[src/sv/opd_pkg.sv]
// ----------------------------------------------------------------------------
// opd_pkg: shared types and constants for the OOK/PWM pulse decoder
// Field widths, register codes, decoder modes and the structs passed
// between the configuration, front, queue and back units.
// ----------------------------------------------------------------------------
`default_nettype none

package opd_pkg;

  // Payload field widths
  localparam int DurW    = 16;
  localparam int ShortW  = 14;
  localparam int LongW   = 16;
  localparam int PctW    = 7;
  localparam int TargetW = 7;
  localparam int ProtoW  = 8;
  localparam int CodeW   = 64;
  localparam int LenW    = 7;

  // Longest code held in the shift register
  localparam int MaxCodeBits = 64;
  localparam logic [CodeW-1:0] CodeMask = {CodeW{1'b1}} >> (CodeW - MaxCodeBits);

  // Configuration port
  localparam int CfgIdxW  = 3;
  localparam int CfgDataW = 16;

  // Tolerance math: tol = nominal * pct / 100, divide by reciprocal multiply
  localparam int Percent  = 100;
  localparam int ProdSW   = ShortW + PctW;
  localparam int ProdLW   = LongW + PctW;
  localparam int TolSW    = 15;
  localparam int TolLW    = 17;
  localparam int DivShift = 30;
  localparam int RecipW   = 24;
  localparam logic [RecipW-1:0] DivRecip =
    RecipW'(((2 ** DivShift) + Percent - 1) / Percent);

  // Width for duration compares (covers 4x short and 4x short tolerance)
  localparam int CmpW = 17;

  // Reset values of the registers
  localparam logic [ShortW-1:0]  ShortReset  = ShortW'(330);
  localparam logic [LongW-1:0]   LongReset   = LongW'(660);
  localparam logic [PctW-1:0]    PctReset    = PctW'(25);
  localparam logic [TargetW-1:0] TargetReset = TargetW'(40);
  localparam logic [ProtoW-1:0]  ProtoReset  = '0;

  // Cycles from a register write until the tolerances are valid again
  localparam logic [1:0] SettleCycles = 2'd2;

  // Input queue between front and back
  localparam int QDepth = 4;
  localparam int QPtrW  = $clog2(QDepth);
  localparam int QCntW  = $clog2(QDepth + 1);

  typedef enum logic [CfgIdxW-1:0] {
    RegShortTime = 3'd0,
    RegLongTime  = 3'd1,
    RegTolPct    = 3'd2,
    RegTarget    = 3'd3,
    RegProtocol  = 3'd4
  } cfg_reg_t;

  typedef enum logic [1:0] {
    ModeHunt   = 2'd0,
    ModeData   = 2'd1,
    ModeIgnore = 2'd2
  } mode_t;

  // Timing settings seen by the classifier
  typedef struct packed {
    logic [ShortW-1:0] short_time;
    logic [LongW-1:0]  long_time;
    logic [TolSW-1:0]  tol_s;
    logic [TolLW-1:0]  tol_l;
  } timing_t;

  // Settings seen by the decoder back end
  typedef struct packed {
    logic [TargetW-1:0] target;
    logic [ProtoW-1:0]  protocol;
  } frame_cfg_t;

  // Classified pulse pair
  typedef struct packed {
    logic start;
    logic bit0;
    logic bit1;
    logic last;
  } pair_class_t;

  function automatic logic [CmpW-1:0] abs_diff(logic [CmpW-1:0] a, logic [CmpW-1:0] b);
    return (a > b) ? (a - b) : (b - a);
  endfunction

endpackage

`default_nettype wire

[src/sv/opd_cfg.sv]
// ----------------------------------------------------------------------------
// opd_cfg: register file and tolerance pipeline
// Holds the five settings and derives the short and long tolerances in
// two registered steps (product, then reciprocal divide by 100).
// ----------------------------------------------------------------------------
`default_nettype none

module opd_cfg (
  input  logic                     clk,
  input  logic                     rst,
  input  logic                     cfg_valid,
  output logic                     cfg_ready,
  input  logic [opd_pkg::CfgIdxW-1:0]  cfg_index,
  input  logic [opd_pkg::CfgDataW-1:0] cfg_data,
  output opd_pkg::timing_t         timing,
  output opd_pkg::frame_cfg_t      frame_cfg,
  output logic                     settled
);
  import opd_pkg::*;

  logic [ShortW-1:0]  short_time;
  logic [LongW-1:0]   long_time;
  logic [PctW-1:0]    tol_pct;
  logic [TargetW-1:0] target_bits;
  logic [ProtoW-1:0]  protocol;
  logic [1:0]         settle;

  logic [ProdSW-1:0] prod_s;
  logic [ProdLW-1:0] prod_l;
  logic [TolSW-1:0]  tol_s;
  logic [TolLW-1:0]  tol_l;

  logic [ProdSW+RecipW-1:0] quot_s_full;
  logic [ProdLW+RecipW-1:0] quot_l_full;
  logic                     wr;

  assign cfg_ready = 1'b1;
  assign wr        = cfg_valid && cfg_ready;

  always_ff @(posedge clk) begin
    if (rst) begin
      short_time  <= ShortReset;
      long_time   <= LongReset;
      tol_pct     <= PctReset;
      target_bits <= TargetReset;
      protocol    <= ProtoReset;
    end else if (wr) begin
      unique case (cfg_reg_t'(cfg_index))
        RegShortTime: short_time  <= cfg_data[ShortW-1:0];
        RegLongTime:  long_time   <= cfg_data[LongW-1:0];
        RegTolPct:    tol_pct     <= cfg_data[PctW-1:0];
        RegTarget:    target_bits <= cfg_data[TargetW-1:0];
        RegProtocol:  protocol    <= cfg_data[ProtoW-1:0];
        default: ;
      endcase
    end
  end

  // Items are held off until the tolerances reflect the latest write
  always_ff @(posedge clk) begin
    if (rst || wr) begin
      settle <= SettleCycles;
    end else if (settle != 2'd0) begin
      settle <= settle - 2'd1;
    end
  end

  assign settled = (settle == 2'd0);

  assign quot_s_full = (ProdSW+RecipW)'(prod_s) * (ProdSW+RecipW)'(DivRecip);
  assign quot_l_full = (ProdLW+RecipW)'(prod_l) * (ProdLW+RecipW)'(DivRecip);

  always_ff @(posedge clk) begin
    prod_s <= ProdSW'(short_time) * ProdSW'(tol_pct);
    prod_l <= ProdLW'(long_time) * ProdLW'(tol_pct);
    tol_s  <= quot_s_full[DivShift +: TolSW];
    tol_l  <= quot_l_full[DivShift +: TolLW];
  end

  assign timing.short_time = short_time;
  assign timing.long_time  = long_time;
  assign timing.tol_s      = tol_s;
  assign timing.tol_l      = tol_l;

  assign frame_cfg.target   = (target_bits > TargetW'(MaxCodeBits)) ?
                              TargetW'(MaxCodeBits) : target_bits;
  assign frame_cfg.protocol = protocol;

endmodule

`default_nettype wire

[src/sv/opd_front.sv]
// ----------------------------------------------------------------------------
// opd_front: pulse pair classifier
// Matches one high/low pair against the start, bit-0 and bit-1 shapes.
// ----------------------------------------------------------------------------
`default_nettype none

module opd_front (
  input  logic [opd_pkg::DurW-1:0] high_time,
  input  logic [opd_pkg::DurW-1:0] low_time,
  input  logic                     last_pair,
  input  opd_pkg::timing_t         timing,
  output opd_pkg::pair_class_t     pair_class
);
  import opd_pkg::*;

  logic [CmpW-1:0] hi, lo, s, l, s4, ts, tl, ts4;
  logic            hi_start, hi_short, hi_long, lo_short, lo_long;

  assign hi  = CmpW'(high_time);
  assign lo  = CmpW'(low_time);
  assign s   = CmpW'(timing.short_time);
  assign l   = CmpW'(timing.long_time);
  assign s4  = CmpW'({timing.short_time, 2'b00});
  assign ts  = CmpW'(timing.tol_s);
  assign tl  = CmpW'(timing.tol_l);
  assign ts4 = CmpW'({timing.tol_s, 2'b00});

  assign hi_start = abs_diff(hi, s4) < ts4;
  assign hi_short = abs_diff(hi, s)  < ts;
  assign hi_long  = abs_diff(hi, l)  < tl;
  assign lo_short = abs_diff(lo, s)  < ts;
  assign lo_long  = abs_diff(lo, l)  < tl;

  assign pair_class.start = hi_start && lo_short;
  assign pair_class.bit0  = hi_short && lo_long;
  assign pair_class.bit1  = hi_long  && lo_short;
  assign pair_class.last  = last_pair;

endmodule

`default_nettype wire

[src/sv/opd_queue.sv]
// ----------------------------------------------------------------------------
// opd_queue: classified pair FIFO
// Small register FIFO between classifier and decoder back end.
// ----------------------------------------------------------------------------
`default_nettype none

module opd_queue (
  input  logic                 clk,
  input  logic                 rst,
  input  logic                 push,
  input  opd_pkg::pair_class_t push_data,
  output logic                 full,
  input  logic                 pop,
  output opd_pkg::pair_class_t pop_data,
  output logic                 empty
);
  import opd_pkg::*;

  pair_class_t      mem [QDepth];
  logic [QPtrW-1:0] wr_ptr;
  logic [QPtrW-1:0] rd_ptr;
  logic [QCntW-1:0] count;

  assign full     = (count == QCntW'(QDepth));
  assign empty    = (count == '0);
  assign pop_data = mem[rd_ptr];

  always_ff @(posedge clk) begin
    if (push) begin
      mem[wr_ptr] <= push_data;
    end
  end

  always_ff @(posedge clk) begin
    if (rst) begin
      wr_ptr <= '0;
      rd_ptr <= '0;
      count  <= '0;
    end else begin
      if (push) begin
        wr_ptr <= wr_ptr + QPtrW'(1);
      end
      if (pop) begin
        rd_ptr <= rd_ptr + QPtrW'(1);
      end
      if (push && !pop) begin
        count <= count + QCntW'(1);
      end else if (pop && !push) begin
        count <= count - QCntW'(1);
      end
    end
  end

endmodule

`default_nettype wire

[src/sv/opd_back.sv]
// ----------------------------------------------------------------------------
// opd_back: frame decoder and result register
// Tracks hunt/data/ignore mode, shifts in bits and issues results.
// ----------------------------------------------------------------------------
`default_nettype none

module opd_back (
  input  logic                         clk,
  input  logic                         rst,
  input  opd_pkg::frame_cfg_t          frame_cfg,
  input  logic                         q_empty,
  input  opd_pkg::pair_class_t         q_data,
  output logic                         q_pop,
  output logic                         out_valid,
  input  logic                         out_ready,
  output logic                         decode_ok,
  output logic [opd_pkg::CodeW-1:0]    decoded_code,
  output logic [opd_pkg::LenW-1:0]     bit_length,
  output logic [opd_pkg::ProtoW-1:0]   protocol_id
);
  import opd_pkg::*;

  mode_t           mode, mode_mid, mode_next;
  logic [CodeW-1:0] code, code_mid, code_next;
  logic [LenW-1:0]  cnt, cnt_mid, cnt_next, cnt_inc;
  logic             emit, emit_ok, is_bit;

  assign is_bit  = q_data.bit0 || q_data.bit1;
  assign cnt_inc = cnt + LenW'(1);
  assign q_pop   = !q_empty && (!out_valid || out_ready);

  // Next mode
  always_comb begin
    mode_mid = mode;
    unique case (mode)
      ModeHunt: begin
        if (q_data.start) begin
          mode_mid = (frame_cfg.target == '0) ? ModeIgnore : ModeData;
        end
      end
      ModeData: begin
        if (!is_bit || (cnt_inc >= LenW'(frame_cfg.target))) begin
          mode_mid = ModeIgnore;
        end
      end
      default: ;
    endcase
    mode_next = q_data.last ? ModeHunt : mode_mid;
  end

  // Datapath and result
  always_comb begin
    code_mid = code;
    cnt_mid  = cnt;
    emit     = 1'b0;
    emit_ok  = 1'b0;
    unique case (mode)
      ModeHunt: begin
        if (q_data.start) begin
          code_mid = '0;
          cnt_mid  = '0;
          if (frame_cfg.target == '0) begin
            emit    = 1'b1;
            emit_ok = 1'b1;
          end
        end
      end
      ModeData: begin
        if (is_bit) begin
          code_mid = {code[CodeW-2:0], q_data.bit1} & CodeMask;
          cnt_mid  = cnt_inc;
          if (cnt_inc >= LenW'(frame_cfg.target)) begin
            emit    = 1'b1;
            emit_ok = 1'b1;
          end
        end else begin
          emit = 1'b1;
        end
      end
      default: ;
    endcase
    // capture ended without a decision
    if (q_data.last && !emit && (mode_mid == ModeHunt || mode_mid == ModeData)) begin
      emit = 1'b1;
    end
    code_next = q_data.last ? '0 : code_mid;
    cnt_next  = q_data.last ? '0 : cnt_mid;
  end

  always_ff @(posedge clk) begin
    if (rst) begin
      mode <= ModeHunt;
      code <= '0;
      cnt  <= '0;
    end else if (q_pop) begin
      mode <= mode_next;
      code <= code_next;
      cnt  <= cnt_next;
    end
  end

  always_ff @(posedge clk) begin
    if (rst) begin
      out_valid <= 1'b0;
    end else if (q_pop && emit) begin
      out_valid <= 1'b1;
    end else if (out_ready) begin
      out_valid <= 1'b0;
    end
  end

  always_ff @(posedge clk) begin
    if (q_pop && emit) begin
      decode_ok    <= emit_ok;
      decoded_code <= emit_ok ? code_mid : '0;
      bit_length   <= emit_ok ? cnt_mid : '0;
      protocol_id  <= frame_cfg.protocol;
    end
  end

endmodule

`default_nettype wire

[src/sv/ook_pwm_pulse_decoder.sv]
// Path: the pair that decides a result reaches out_valid through the queue,
//   then the result register, and waits in the queue while it backs up behind a stall.
// Throughput: one pulse pair per cycle while in_ready is high; the 4-entry queue
//   and the result register let input and output stall independently.
// Reset and register writes: in_ready stays low until the tolerance pipeline
//   has settled; reset also returns configuration to defaults.
// ----------------------------------------------------------------------------
// ook_pwm_pulse_decoder: OOK/PWM remote pulse width decoder
// Classifies high/low duration pairs against configured short/long times
// and assembles them into a code, reporting success or failure per capture.
// ----------------------------------------------------------------------------
`default_nettype none

module ook_pwm_pulse_decoder (
  input  logic                          clk,
  input  logic                          rst,
  // configuration write channel
  input  logic                          cfg_valid,
  output logic                          cfg_ready,
  input  logic [opd_pkg::CfgIdxW-1:0]   cfg_index,
  input  logic [opd_pkg::CfgDataW-1:0]  cfg_data,
  // pulse pair input
  input  logic                          in_valid,
  output logic                          in_ready,
  input  logic [opd_pkg::DurW-1:0]      high_time,
  input  logic [opd_pkg::DurW-1:0]      low_time,
  input  logic                          last_pair,
  // decode result output
  output logic                          out_valid,
  input  logic                          out_ready,
  output logic                          decode_ok,
  output logic [opd_pkg::CodeW-1:0]     decoded_code,
  output logic [opd_pkg::LenW-1:0]      bit_length,
  output logic [opd_pkg::ProtoW-1:0]    protocol_id
);
  import opd_pkg::*;

  timing_t     timing;
  frame_cfg_t  frame_cfg;
  logic        settled;
  pair_class_t pair_class;
  pair_class_t q_data;
  logic        q_full, q_empty, q_pop, push;

  // Settings and derived tolerances
  opd_cfg u_cfg (
    .clk       (clk),
    .rst       (rst),
    .cfg_valid (cfg_valid),
    .cfg_ready (cfg_ready),
    .cfg_index (cfg_index),
    .cfg_data  (cfg_data),
    .timing    (timing),
    .frame_cfg (frame_cfg),
    .settled   (settled)
  );

  // Front end: classify each pair as it is transferred in
  opd_front u_front (
    .high_time  (high_time),
    .low_time   (low_time),
    .last_pair  (last_pair),
    .timing     (timing),
    .pair_class (pair_class)
  );

  // Accept while there is queue room and the tolerances are current
  assign in_ready = !q_full && settled;
  assign push     = in_valid && in_ready;

  opd_queue u_queue (
    .clk       (clk),
    .rst       (rst),
    .push      (push),
    .push_data (pair_class),
    .full      (q_full),
    .pop       (q_pop),
    .pop_data  (q_data),
    .empty     (q_empty)
  );

  // Back end: decode state and result register
  opd_back u_back (
    .clk          (clk),
    .rst          (rst),
    .frame_cfg    (frame_cfg),
    .q_empty      (q_empty),
    .q_data       (q_data),
    .q_pop        (q_pop),
    .out_valid    (out_valid),
    .out_ready    (out_ready),
    .decode_ok    (decode_ok),
    .decoded_code (decoded_code),
    .bit_length   (bit_length),
    .protocol_id  (protocol_id)
  );

endmodule

`default_nettype wire
[config.mk]
export PLATFORM = sky130hd
export DESIGN_NAME = ook_pwm_pulse_decoder
export DESIGN_NICKNAME = d
export VERILOG_FILES = /design/src/sv/opd_pkg.sv /design/src/sv/opd_cfg.sv /design/src/sv/opd_front.sv /design/src/sv/opd_queue.sv /design/src/sv/opd_back.sv /design/src/sv/ook_pwm_pulse_decoder.sv
export SDC_FILE = /design/constraint.sdc
export NUM_CORES = 2
export LEC_CHECK = 0
export ABC_AREA = 1
export BUFFER_PORTS_ARGS = -buffer_cell sky130_fd_sc_hd__buf_4
export CAP_MARGIN = 20
export CORE_MARGIN = 5
export CORE_UTILIZATION = 45
export DETAILED_ROUTE_END_ITERATION = 10
export SLEW_MARGIN = 10
export SYNTH_ARGS = -nofsm -noshare
export SYNTH_HDL_FRONTEND = slang
export SYNTH_SLANG_ARGS = --single-unit
export TNS_END_PERCENT = 5
[constraint.sdc]
create_clock -name clk -period 9.8 [get_ports clk]
set_clock_uncertainty 0.1 [all_clocks]
set_input_delay 0 -clock clk [delete_from_list [all_inputs] [get_ports clk]]
set_output_delay 0 -clock clk [all_outputs]
set_load 0.05 [all_outputs]
---- Word-level counts from Yosys, hierarchy flattened ----
Memory sizes are Yosys's and may differ from the RTL's. A register that Yosys moved wholly into a read port is not among the register bits.
Cells that the tools add are included.
storage, ports and cells
  register bits ........................... 291
  output and inout port bits .............. 83
  word-level logic and storage cells ...... 133
  RAM bits ................................ 16
  memories ................................ 1
memory list
  name         depth  width  read ports  clocked after memory_dff  write ports  RTL line         RTL
  u_queue.mem  4      4      1           1                         1            opd_queue.sv:19  pair_class_t mem [QDepth];
cells by class
  equality and inequality tests ........... 7
  muxes and demuxes ....................... 35
  $mul .................................... 4
  add/sub/neg operators ................... 16
  $lt $le $gt $ge ......................... 12
  reductions and logical operators ........ 37
operators with widths
  operator                  count
  $mux W64                  3
  $pmux W64 S2              1
  $sub A16 B16 Y17          6
  $mux W17                  5
  $lt A17 B17 Y1            3
  $gt A16 B16 Y1            3
  $mul A23 B24 Y47 const B  1
  $mul A21 B24 Y45 const B  1
  $lt A17 B15 Y1            2
  $sub A14 B16 Y17          2
  $sub A16 B14 Y17          2
  $gt A16 B14 Y1            2
  $mux W7                   4
  $mul A16 B7 Y23           1
  $mul A14 B7 Y21           1
  $pmux W7 S2               1
  $mux W2                   6
  $logic_and A1 B1 Y1       11
  $mux W1                   10
  $reduce_and A2 Y1         5
  $add A7 B1 Y7 const B     1
  $ge A7 B7 Y1              1
  $gt A7 B7 Y1 const B      1
  $logic_not A1 Y1          7
  other kinds (16)          31

---- Longest topological paths before layout ----
  word-level depth ........................ 12
  depth in mapped cells ................... 31

---- By module ----
From an unflattened synthesis, not the netlist that was laid out.
unflattened totals
  cell total of the unflattened synthesis .. 6453
  area total of the unflattened synthesis .. 48582.8 sq um
modules (own cells, without submodules)
  module                 instances  cells an instance  sequential area each (sq um)  area an instance (sq um)
  opd_cfg                1          3808               2602.5                        30515.5
  opd_front              1          1743               0.0                           10147.2
  opd_back               1          800                3883.7                        6841.6
  opd_queue              1          97                 660.6                         1054.8
  ook_pwm_pulse_decoder  1          5                  0.0                           23.8

---- Worst setup path before layout ----
No wires, ideal clock.
  path type ............................... register to register
  start ................................... register u_cfg.prod_l[6]
  end ..................................... register u_cfg.tol_l[8]
  buffers on the path ..................... 0
  data required time ...................... 9.628 ns
  slack ................................... 4.243 ns
  stages on the path, launching flop included .. 24
  arrival ................................. 5.386 ns
  library setup time ...................... 0.072 ns
  clock period less this slack ............ 5.557 ns
  cells stage by stage .................... dfxtp_1 -> inv_1 -> fa_1 -> inv_1 -> fa_1 -> inv_1 -> fa_1 -> fa_1 -> inv_1 -> fa_1 -> fa_1 -> inv_1 -> fa_1 -> inv_1 -> ha_1 -> nand2_1 -> nor2_1 -> inv_1 -> nor2_1 -> inv_1 -> o21ai_0 -> nand2_1 -> nand3_1 -> xor2_1
on the way
  cells in the longest elaborated chain, start to end .. 1
RTL lines
  item                             RTL line       RTL
  from (decl)                      opd_cfg.sv:29  logic [ProdLW-1:0] prod_l;
  from (signal assigned)           opd_cfg.sv:75  prod_l <= ProdLW'(long_time) * ProdLW'(tol_pct);
  $mul A23 B24 Y47                 opd_cfg.sv:71  assign quot_l_full = (ProdLW+RecipW)'(prod_l) * (ProdLW+RecipW)'(DivRecip);
  named net u_cfg.quot_l_full[38]  opd_cfg.sv:34  logic [ProdLW+RecipW-1:0] quot_l_full;
  to (signal assigned)             opd_cfg.sv:77  tol_l <= quot_l_full[DivShift +: TolLW];
  to (decl)                        opd_cfg.sv:31  logic [TolLW-1:0] tol_l;
The timed path passes the listed nets, and every way through them passes these cells.
A chain may end at the register's enable or synchronous reset.

---- Worst setup path after layout ----
  start ................................... register u_cfg.prod_l[6]
  end ..................................... register u_cfg.tol_l[4]
The elaborated chain is that of the path after synthesis.

==> metrics.txt <==
Post-route DRC 0; WL per Instance between 15 and 20 microns; CP Cell Sequence inv_1 > fa_1 > inv_1 > fa_1 > inv_1 > fa_1 > fa_1 > inv_1 > fa_1 > fa_1 > inv_1 > fa_1 > inv_1 > ha_1 > a21oi_1 > o21ai_0 > a21boi_0 > nor2_1 > nor2_1 > o21ai_0 > xor2_1; most frequent cells in the layout inv_1, nand2_1, ha_1, fa_1, a21oi_1; Post-synth EDFFs 96; worst r2r dst u_cfg.tol_l[4]; Syn Inst Count 5981; number of global-route vias before repair 39100; Data required, critical path slightly above 10000 ps; Final setup viols 0; Period minus WS final 6140 ps; min-delay worst type in2reg; Max-Cap Viols 0; Site Rows approximately 120; I/O pin total 140; die height 334 microns; CTS Buf Count 39; Final Cycle Share 62.7%; largest net degree at the start of global routing roughly 80; RR Startpoint u_cfg.prod_l[6]; Min-Delay Endpoint u_queue.count[0]; Final ANT Viol Nets 0; share of layout cells above drive strength 1 5.58%; Die X between 300 and 400 microns; Tot GR Track Use 25.7%; gr busiest metal met2; IO Port Bufs 138; Initial Util 45.4%; Area Growth Syn to Fin 8.47%; FFs w/ async S/R, synth 0%; area of the mapped netlist 47100 sq um; TritonCTS clock tree done; status finished clean; Root Buffer clkbuf_16; die area approximately 110000 sq um; met3 usage 4.55%; Post-CTS Setup Inserts 0; yosys warns 0; Syn Area/Cell between 7 and 8 sq um; Arr. time, crit path 6510 ps; GRT Residual Overflow 0; Setup crit start kind register; Core Box Area 104000 sq um; number of iterations in the first detailed-routing pass 9; Sink Count just over 300; Crit Path Max Fanout 7; initial antenna violation count 7; Max Slew Vio Count 0; Slew HR 28.1%; most used cell along the critical path fa_1; hold_ws 114 ps; Hold Vio Cnt, Final 0; Synth Flop Type dfxtp_1; RSZ-0062 raised after global routing false; max incr delay on CP 530 ps; critical path class reg2reg; R2R depth 21; leading cell type in the layout, fill and taps excluded inv_1; Yosys reg bits 309; Clock transition at path regs 60 ps; via count 38900; Vias/cell 5.19; gp weighted congestion around 0.99; Worst Tran Pin Value 1080 ps; HPWL after DPL 123000 microns; Achievable Freq 0.163 GHz; CP max-delay cell fa_1; Syn Nets approximately 7300; met2 Use GR 40.9%; CP endpoint kind register; # nets final 7427; first-pass GRT wire length roughly 230000 microns; GR Layer Usage met1 36.0%; final WL 145000 microns; maximum clock path buffer count 3; Seq/Total Area, Yosys 15.2%; Synth cell types between 50 and 60; DR iter-0 viols 2793; Hold Path Origin rst; H-tree levels 2; Gates resized, CTS repair 0; Post-Route Setup TNS 0 ps; worst hold path depth 3; clock network latency to the later pin of the worst-skew pair between 600 and 700 ps; Reg2Reg Setup Slack 3660 ps
repair_timing:
action / CTS / global route
endpoints found under the setup margin: 0 / 0
hold buffers: 37 / 0
hold endpoints to repair: 88 / 0
state kept, by name, summed over array words and instances, names as in the netlist, 8 cells and up, named ones only:
| register | cells |
|---|---|
| u_back.code | 64 |
| u_cfg.short_time | 14 |
| u_cfg.protocol | 8 |
| u_queue.mem | 16 |
| u_back.decoded_code | 64 |
| u_back.protocol_id | 8 |
| u_cfg.prod_s | 21 |
| u_cfg.tol_l | 17 |
| u_cfg.long_time | 16 |
| u_cfg.prod_l | 23 |
| u_cfg.tol_s | 15 |
metal layers:
| layer | wire [microns] | vias to the layer above |
|---|---|---|
| met2 | 64500 | 1081 |
| li1 | - | 19000 |
| met4 | 4780 | 6 |
| met3 | 9280 | 189 |
| met1 | 66200 | 18600 |
| met5 | 34 | - |
cells in the mapped netlist (5+ instances only):
master	instances	area share, %
nor2_1	326	2.6
ha_1	785	21
edfxtp_1	96	6.1
buf_4	6	0.096
xnor2_1	38	0.71
o21ai_1	27	0.29
or2_2	9	0.12
o22ai_1	5	0.066
o22ai_2	62	1.6
nand2_1	1170	9.3
a21oi_1	419	4.5
nand4_1	31	0.41
clkbuf_1	86	0.69
a31oi_1	26	0.35
o2111ai_1	6	0.11
inv_2	26	0.21
nor3_1	43	0.46
o221ai_1	8	0.15
fa_1	504	21
o21bai_1	22	0.35
a21boi_0	7	0.11
a21o_1	37	0.59
a211oi_1	15	0.24
o211ai_1	30	0.48
o31ai_1	5	0.080
nand2_2	6	0.080
buf_2	26	0.28
nor4_1	16	0.21
dfxtp_1	213	9.1
o21ai_0	247	2.6
inv_1	1353	11
nand3_1	138	1.5
buf_6	14	0.33
xor2_1	131	2.4
final cells by class:
| type | instances | area [sq um] |
|---|---|---|
| clock inverters | 24 | 330 |
| multi-input cells | 4159 | 34100 |
| clock buffers | 48 | 1050 |
| repair buffers | 191 | 1530 |
| fillers | 10400 | 52700 |
| inverters | 1381 | 5190 |
| diodes | 2 | 5.00 |
| flip-flops and latches | 309 | 7150 |
| well taps | 1380 | 1730 |
worst max-delay path: cells and delay by family (launching register included):
kind,cells,cell delay [ps]
XOR/XNOR,1,150
adder cells (fa/ha/maj),8,3840
buffers and inverters,6,450
flip-flops,1,510
AND/OR/NAND/NOR,2,150
AO/OA/AOI/OAI,4,770
worst max path at each step:
stage	from	to	slack (ps)	cells after the start
3_3_place_gp	u_cfg.prod_l[12]	u_cfg.tol_l[10]	3770	19
4_1_cts	u_cfg.prod_l[6]	u_cfg.tol_l[8]	3670	23
3_5_place_dp	u_cfg.prod_l[12]	u_cfg.tol_l[15]	3730	22
6_report	u_cfg.prod_l[6]	u_cfg.tol_l[4]	3660	21
5_1_grt	u_cfg.prod_l[6]	u_cfg.tol_l[8]	3270	23
2_1_floorplan	u_cfg.prod_l[6]	u_cfg.tol_l[8]	4240	23
through the flow:
step | cell area [sq um] | util (%) | worst slack [ps] | cells
6_report | 51100 | 49.2 | 3660 | 7494
5_1_grt | 51100 | 49.2 | 3270 | 7494
4_1_cts | 51100 | 49.2 | 3670 | 7492
3_5_place_dp | 49300 | 47.5 | 3730 | 7383
3_3_place_gp | 49300 | 47.5 | 3770 | 7383
2_1_floorplan | 47100 | - | 4240 | 5981
kinds of logic after synthesis:
group                      Yosys count  share of synthesized area (%)
other                                1                        0.00796
adders and majority gates         1289                           42.3
DFF                                309                           15.2
and+or+nand+nor                   1760                           15.0
AOI/OAI and AO/OA                  940                           12.0
xor gates and xnor gates           169                           3.14
buffers and inverters             1513                           12.4
Power is not shown: default switching activity piles up to over one toggle a cycle in this logic, so the estimate is an artifact.
